**config.mk**
```make
export PLATFORM = sky130hd
export DESIGN_NAME = cfc_frame
export DESIGN_NICKNAME = d
export VERILOG_FILES = /design/src/hw/rtl/cfc_pkg.sv /design/src/hw/rtl/cfc_frame.sv
export SDC_FILE = /design/constraint.sdc
export NUM_CORES = 1
export LEC_CHECK = 0
export BUFFER_PORTS_ARGS = -buffer_cell sky130_fd_sc_hd__buf_4
export CAP_MARGIN = 20
export CORE_MARGIN = 2
export CORE_UTILIZATION = 35
export CTS_CLUSTER_DIAMETER = 40
export CTS_CLUSTER_SIZE = 25
export DETAILED_ROUTE_END_ITERATION = 16
export GPL_ROUTABILITY_DRIVEN = 0
export GPL_TIMING_DRIVEN = 0
export HOLD_SLACK_MARGIN = 0.02
export PLACE_DENSITY = 0.54
export SLEW_MARGIN = 5
export SYNTH_ARGS = -nofsm -noshare
export SYNTH_HDL_FRONTEND = slang
export SYNTH_SLANG_ARGS = --single-unit
```
**constraint.sdc**
```tcl
create_clock -name clk_i -period 3.95 [get_ports clk_i]
set_clock_uncertainty 0.2 [all_clocks]
set_input_delay 0.5925 -clock clk_i [delete_from_list [all_inputs] [get_ports clk_i]]
set_output_delay 0.5925 -clock clk_i [all_outputs]
set_load 0.02 [all_outputs]
```
**src/hw/rtl/cfc_pkg.sv**
```systemverilog
// ----------------------------------------------------------------------------
// cfc_pkg
// types and constants of the command frame checker
// ----------------------------------------------------------------------------
`timescale 1ns / 1ps

package cfc_pkg;

  localparam int unsigned BYTE_W = 8;
  localparam int unsigned POS_W  = 9;
  localparam int unsigned CODE_N = 4;

  localparam logic [BYTE_W-1:0] START_MARK     = 8'hFF;
  localparam logic [BYTE_W-1:0] WRITE_KIND     = 8'h06;
  localparam logic [BYTE_W-1:0] TYPE_SET_CODE  = 8'h02;
  localparam logic [BYTE_W-1:0] TYPE_OPEN_DOOR = 8'h03;
  localparam logic [BYTE_W-1:0] OWN_ID_RESET   = 8'h02;
  localparam logic [POS_W-1:0]  FRAME_OVERHEAD = 9'd6;

  // byte positions within a frame
  localparam logic [POS_W-1:0] POS_START  = 9'd0;
  localparam logic [POS_W-1:0] POS_DEVICE = 9'd1;
  localparam logic [POS_W-1:0] POS_TYPE   = 9'd2;
  localparam logic [POS_W-1:0] POS_KIND   = 9'd3;
  localparam logic [POS_W-1:0] POS_LEN    = 9'd4;
  localparam logic [POS_W-1:0] POS_CODE   = 9'd5;

  typedef enum logic [1:0] {
    ST_OK         = 2'd0,
    ST_BAD_START  = 2'd1,
    ST_BAD_DEVICE = 2'd2,
    ST_BAD_SUM    = 2'd3
  } status_e;

  typedef enum logic [1:0] {
    ACT_NONE      = 2'd0,
    ACT_SET_CODE  = 2'd1,
    ACT_OPEN_DOOR = 2'd2
  } action_e;

  typedef struct packed {
    status_e                       status;
    action_e                       action;
    logic [CODE_N-1:0][BYTE_W-1:0] code;
  } result_t;

endpackage

```
**src/hw/rtl/cfc_frame.sv**
```systemverilog
// ----------------------------------------------------------------------------
// cfc_frame
// frame tracking state, checksum and end-of-frame result logic
// ----------------------------------------------------------------------------
`timescale 1ns / 1ps

module cfc_frame (
  input  logic                       clk_i,
  input  logic                       rst_ni,
  input  logic [cfc_pkg::BYTE_W-1:0] own_id_i,
  input  logic [cfc_pkg::BYTE_W-1:0] byte_i,
  input  logic                       en_i,
  output logic                       done_o,
  output cfc_pkg::result_t           res_o
);

  logic [cfc_pkg::POS_W-1:0]  pos_q, pos_d;
  logic [cfc_pkg::POS_W-1:0]  len_q, len_d;
  logic [cfc_pkg::BYTE_W-1:0] sum_q, sum_d;
  logic                       start_ok_q, start_ok_d;
  logic                       dev_ok_q, dev_ok_d;
  logic [cfc_pkg::BYTE_W-1:0] type_q, type_d;
  logic [cfc_pkg::BYTE_W-1:0] kind_q, kind_d;
  logic [cfc_pkg::CODE_N-1:0][cfc_pkg::BYTE_W-1:0] code_q, code_d, code_now;
  logic [cfc_pkg::POS_W-1:0]  count;

  assign count  = pos_q + 9'd1;
  assign done_o = (pos_q >= cfc_pkg::POS_CODE) && (count == len_q);

  always_comb begin
    for (int k = 0; k < cfc_pkg::CODE_N; k++) begin
      code_now[k] = (pos_q == cfc_pkg::POS_CODE + cfc_pkg::POS_W'(k)) ? byte_i : code_q[k];
    end
  end

  always_comb begin
    res_o.code   = code_now;
    res_o.action = cfc_pkg::ACT_NONE;
    if (!start_ok_q) begin
      res_o.status = cfc_pkg::ST_BAD_START;
    end else if (!dev_ok_q) begin
      res_o.status = cfc_pkg::ST_BAD_DEVICE;
    end else if (sum_q != byte_i) begin
      res_o.status = cfc_pkg::ST_BAD_SUM;
    end else begin
      res_o.status = cfc_pkg::ST_OK;
      if (kind_q == cfc_pkg::WRITE_KIND) begin
        if (type_q == cfc_pkg::TYPE_SET_CODE) begin
          res_o.action = cfc_pkg::ACT_SET_CODE;
        end else if (type_q == cfc_pkg::TYPE_OPEN_DOOR) begin
          res_o.action = cfc_pkg::ACT_OPEN_DOOR;
        end
      end
    end
  end

  always_comb begin
    pos_d      = pos_q;
    len_d      = len_q;
    sum_d      = sum_q;
    start_ok_d = start_ok_q;
    dev_ok_d   = dev_ok_q;
    type_d     = type_q;
    kind_d     = kind_q;
    code_d     = code_q;
    if (en_i) begin
      if (done_o) begin
        pos_d      = '0;
        len_d      = '0;
        sum_d      = '0;
        start_ok_d = 1'b0;
        dev_ok_d   = 1'b0;
        type_d     = '0;
        kind_d     = '0;
        code_d     = '0;
      end else begin
        pos_d  = count;
        sum_d  = sum_q + byte_i;
        code_d = code_now;
        case (pos_q)
          cfc_pkg::POS_START:  start_ok_d = (byte_i == cfc_pkg::START_MARK);
          cfc_pkg::POS_DEVICE: dev_ok_d   = (byte_i == own_id_i);
          cfc_pkg::POS_TYPE:   type_d     = byte_i;
          cfc_pkg::POS_KIND:   kind_d     = byte_i;
          cfc_pkg::POS_LEN:    len_d      = {1'b0, byte_i} + cfc_pkg::FRAME_OVERHEAD;
          default: ;
        endcase
      end
    end
  end

  always_ff @(posedge clk_i or negedge rst_ni) begin
    if (!rst_ni) begin
      pos_q      <= '0;
      len_q      <= '0;
      sum_q      <= '0;
      start_ok_q <= 1'b0;
      dev_ok_q   <= 1'b0;
      type_q     <= '0;
      kind_q     <= '0;
      code_q     <= '0;
    end else begin
      pos_q      <= pos_d;
      len_q      <= len_d;
      sum_q      <= sum_d;
      start_ok_q <= start_ok_d;
      dev_ok_q   <= dev_ok_d;
      type_q     <= type_d;
      kind_q     <= kind_d;
      code_q     <= code_d;
    end
  end

endmodule

```
==> results.json <==
{
  "outcome": "finished, final reports clean",
  "cts_tree": "built",
  "slew_headroom_pct": 34.08,
  "seqPwrFrac_pct": 32.5,
  "dr.pass1.iters": 4,
  "multi_input_area_sq_um": 2451,
  "antenna_found_initial": 0,
  "cts_sinks": 76,
  "dpl.hpwl_mm": 9.057,
  "clkLatencyLatePin_ns": 0.34,
  "r2r_end": "start_ok_q",
  "p_switching_mw": 1.529,
  "initial_core_util_pct": 36.13,
  "critPathLaunchType": "flip-flop",
  "vias": 3891,
  "p_int_mw": 2.508,
  "rows": 41,
  "fillers": 1284,
  "syn_inst": 465,
  "synth.avg_cell_area_sq_um": 9.886,
  "yosys_warnings": 0,
  "worst_slew_pin_slew_ns": 0.9889,
  "post_cts_buffers": 0,
  "ys_seq_elements": 76,
  "r2r_cells": 10,
  "crit-reg2reg-launch": "pos_q[0]",
  "critical_path.slowest_cell": "dfrtp_1",
  "instances_no_fill": 706,
  "postCtsHoldBufs": 0,
  "regArea_sq_um": 1902,
  "path_class": "reg -> out",
  "cpPeakStageDelay_ns": 0.46,
  "path_clk_slew_ns": 0.06,
  "grt_max_degree": 77,
  "cp.required_ns": 3.16,
  "synth_edf_count": 0,
  "holdWs_ns": 0.2179,
  "drc_errors": 0,
  "routed_wl_mm": 13.14,
  "synthFlopType": "dfrtp_1",
  "hold_class": "in -> async",
  "cp_max_fo": 10,
  "routedWlPerCell_microns": 18.62,
  "dieArea_sq_um": 14070,
  "route.met3.wl_microns": 335,
  "setup_violations": 0,
  "die_height_microns": 118.6,
  "fmax_ghz": 0.2748,
  "highest-signal-layer": "met4",
  "cp-end-kind": "output port",
  "p_per_area_nw_per_um2": 729.4,
  "drtIter0Drc": 229,
  "drt-met1-wl_mm": 6.259,
  "power_switching_share_pct": 37.88,
  "syn_nets": 497,
  "hold_viol_final": 0,
  "rsz0062_at_grt": "false",
  "grt_pass1_wl_mm": 21.04,
  "crit_arrival_ns": 2.85,
  "power_mw": 4.037,
  "drive_above_1_share_pct": 22.66,
  "period_share_pct": 92.12,
  "ys_seq_area_share_pct": 41.37,
  "io_pins": 56,
  "cts_resized": 0,
  "fin_crit_ns": 3.639,
  "antenna_cells": 0,
  "synth.distinct_cells": 55,
  "path_cells": "ha_1, buf_2, and2_1, and4_1, xnor2_1, a211o_1, nor2_4, buf_2, buf_4",
  "path_buf_inv": 3,
  "ys_async_sr_fraction_pct": 100.0,
  "comb_power_share_pct": 45.4,
  "drv_slew": 0,
  "vdd_ir_drop_max_uv": 304.6,
  "postRouteAntennaNets": 0,
  "grt.total_usage_pct": 19.06,
  "crit_family": "simple AND/OR/NAND/NOR gates",
  "gr-total-overflow": 0,
  "portBuffers": 54,
  "cts_buffers": 9,
  "route.met2.wl_mm": 6.215,
  "tns_ns": 0,
  "rrSetupSlack_ns": 1.06,
  "area_growth_pct": 20.39,
  "pre_cts_slack_ns": 0.6870,
  "synth_area_sq_um": 4597,
  "via_per_inst": 5.511,
  "cts-htree-levels": 3,
  "pwr-share-clk_pct": 22.1,
  "core-area_sq_um": 12720,
  "root_buffer": "clkbuf_16",
  "setup_ws_ns": 0.3114,
  "grt_pass1_vias": 3912,
  "final_nets": 562,
  "die_w_microns": 118.6,
  "place_inst": 691,
  "crit_top_cell": "buf_2",
  "p_leak_nw": 2.420,
  "cap_violations": 0,
  "cts_buffer_depth": 2
}
==> synth_stat cells, drive strengths merged, types with 9 or more instances <==
master,n,area [sq um]
o21ai,16,80.08
nand2,44,165.2
clkbuf,21,78.83
ha,12,150.1
inv,9,33.78
xnor2,19,166.4
xor2,12,105.1
a21oi,51,255.2
o2bb2ai,23,201.4
mux2i,27,270.3
nor2,19,78.82
buf,20,127.6
mux2,27,304.0
dfrtp,76,1902
nand4,11,68.82
==> power groups by stage <==
stage               clock [mW]  combinational, mW  sequential [mW]
floorplan                    0               1.32             1.26
global placement             0               1.80             1.31
detailed placement           0               1.84             1.32
CTS                      0.904               1.84             1.31
global route             0.939               2.00             1.35
finish                   0.891               1.83             1.31
==> registers in the layout (all words and copies together), names as in the netlist <==
| name | flops |
|---|---|
| code_q | 32 |
| pos_q | 9 |
| kind_q | 8 |
| start_ok_q | 1 |
| sum_q | 8 |
| type_q | 8 |
| len_q | 9 |
| dev_ok_q | 1 |
==> layer usage <==
metal,vias to the layer above,track usage [%]
met2,75,29.85
met4,0,8.482
li1,1830,-
met5,-,0
met3,22,2.413
met1,1964,26.30
==> kinds of logic (layout without fill, tap and decap cells) <==
kind of cell,after synthesis,in the layout,synth area share [%]
and+or+nand+nor,115,115,13.34
adders and majority gates,13,13,3.702
AOI/OAI and AO/OA,125,125,17.88
muxes,54,54,12.49
buffers and inverters,51,120,5.307
DFF,76,76,41.37
xor gates and xnor gates,31,31,5.906
==> layout make-up <==
class                           count  area share, %
Multi-Input combinational cell    338          44.29
Sequential cell                    76          34.37
Timing Repair Buffer               54          7.325
Clock buffer                       11          4.386
Tap cell                          172          3.889
Buffer                             41          3.730
Clock inverter                      4          1.334
Inverter                           10         0.6783
==> stage by stage <==
stage	utilization [%]	area, sq um
4_1_cts	43.50	5534
3_3_place_gp	41.01	5218
3_5_place_dp	41.01	5218
6_report	43.50	5534
2_1_floorplan	-	4597
5_1_grt	43.50	5534
==> cells in the final DEF, fill, tap and decap left out, drive strengths merged, types with 6 or more instances in the layout <==
cell type  netlist  final
o21ai           16     16
a21oi           51     51
nand4           11     11
a221oi           6      6
buf             20     74
nor3             7      7
inv              9      9
nor2            19     19
nand2           44     44
dfrtp           76     76
xor2            12     12
clkbuf          21     32
nand3            6      6
ha              12     12
o2bb2ai         23     23
nor4             6      6
mux2i           27     27
xnor2           19     19
mux2            27     27
==> how the worst max path moves through the flow <==
stage | start | endpoint | slack [ns] | cells past startpoint
after floorplan | pos_q[7] | res_o[10] | 1.04 | 5
after global placement | pos_q[0] | done_o | 0.68 | 9
after detailed placement | pos_q[0] | done_o | 0.69 | 9
after CTS | pos_q[0] | done_o | 0.31 | 9
after global routing | pos_q[0] | done_o | 0.20 | 9
final | pos_q[0] | done_o | 0.31 | 9
(Power assumes the default switching activity.)
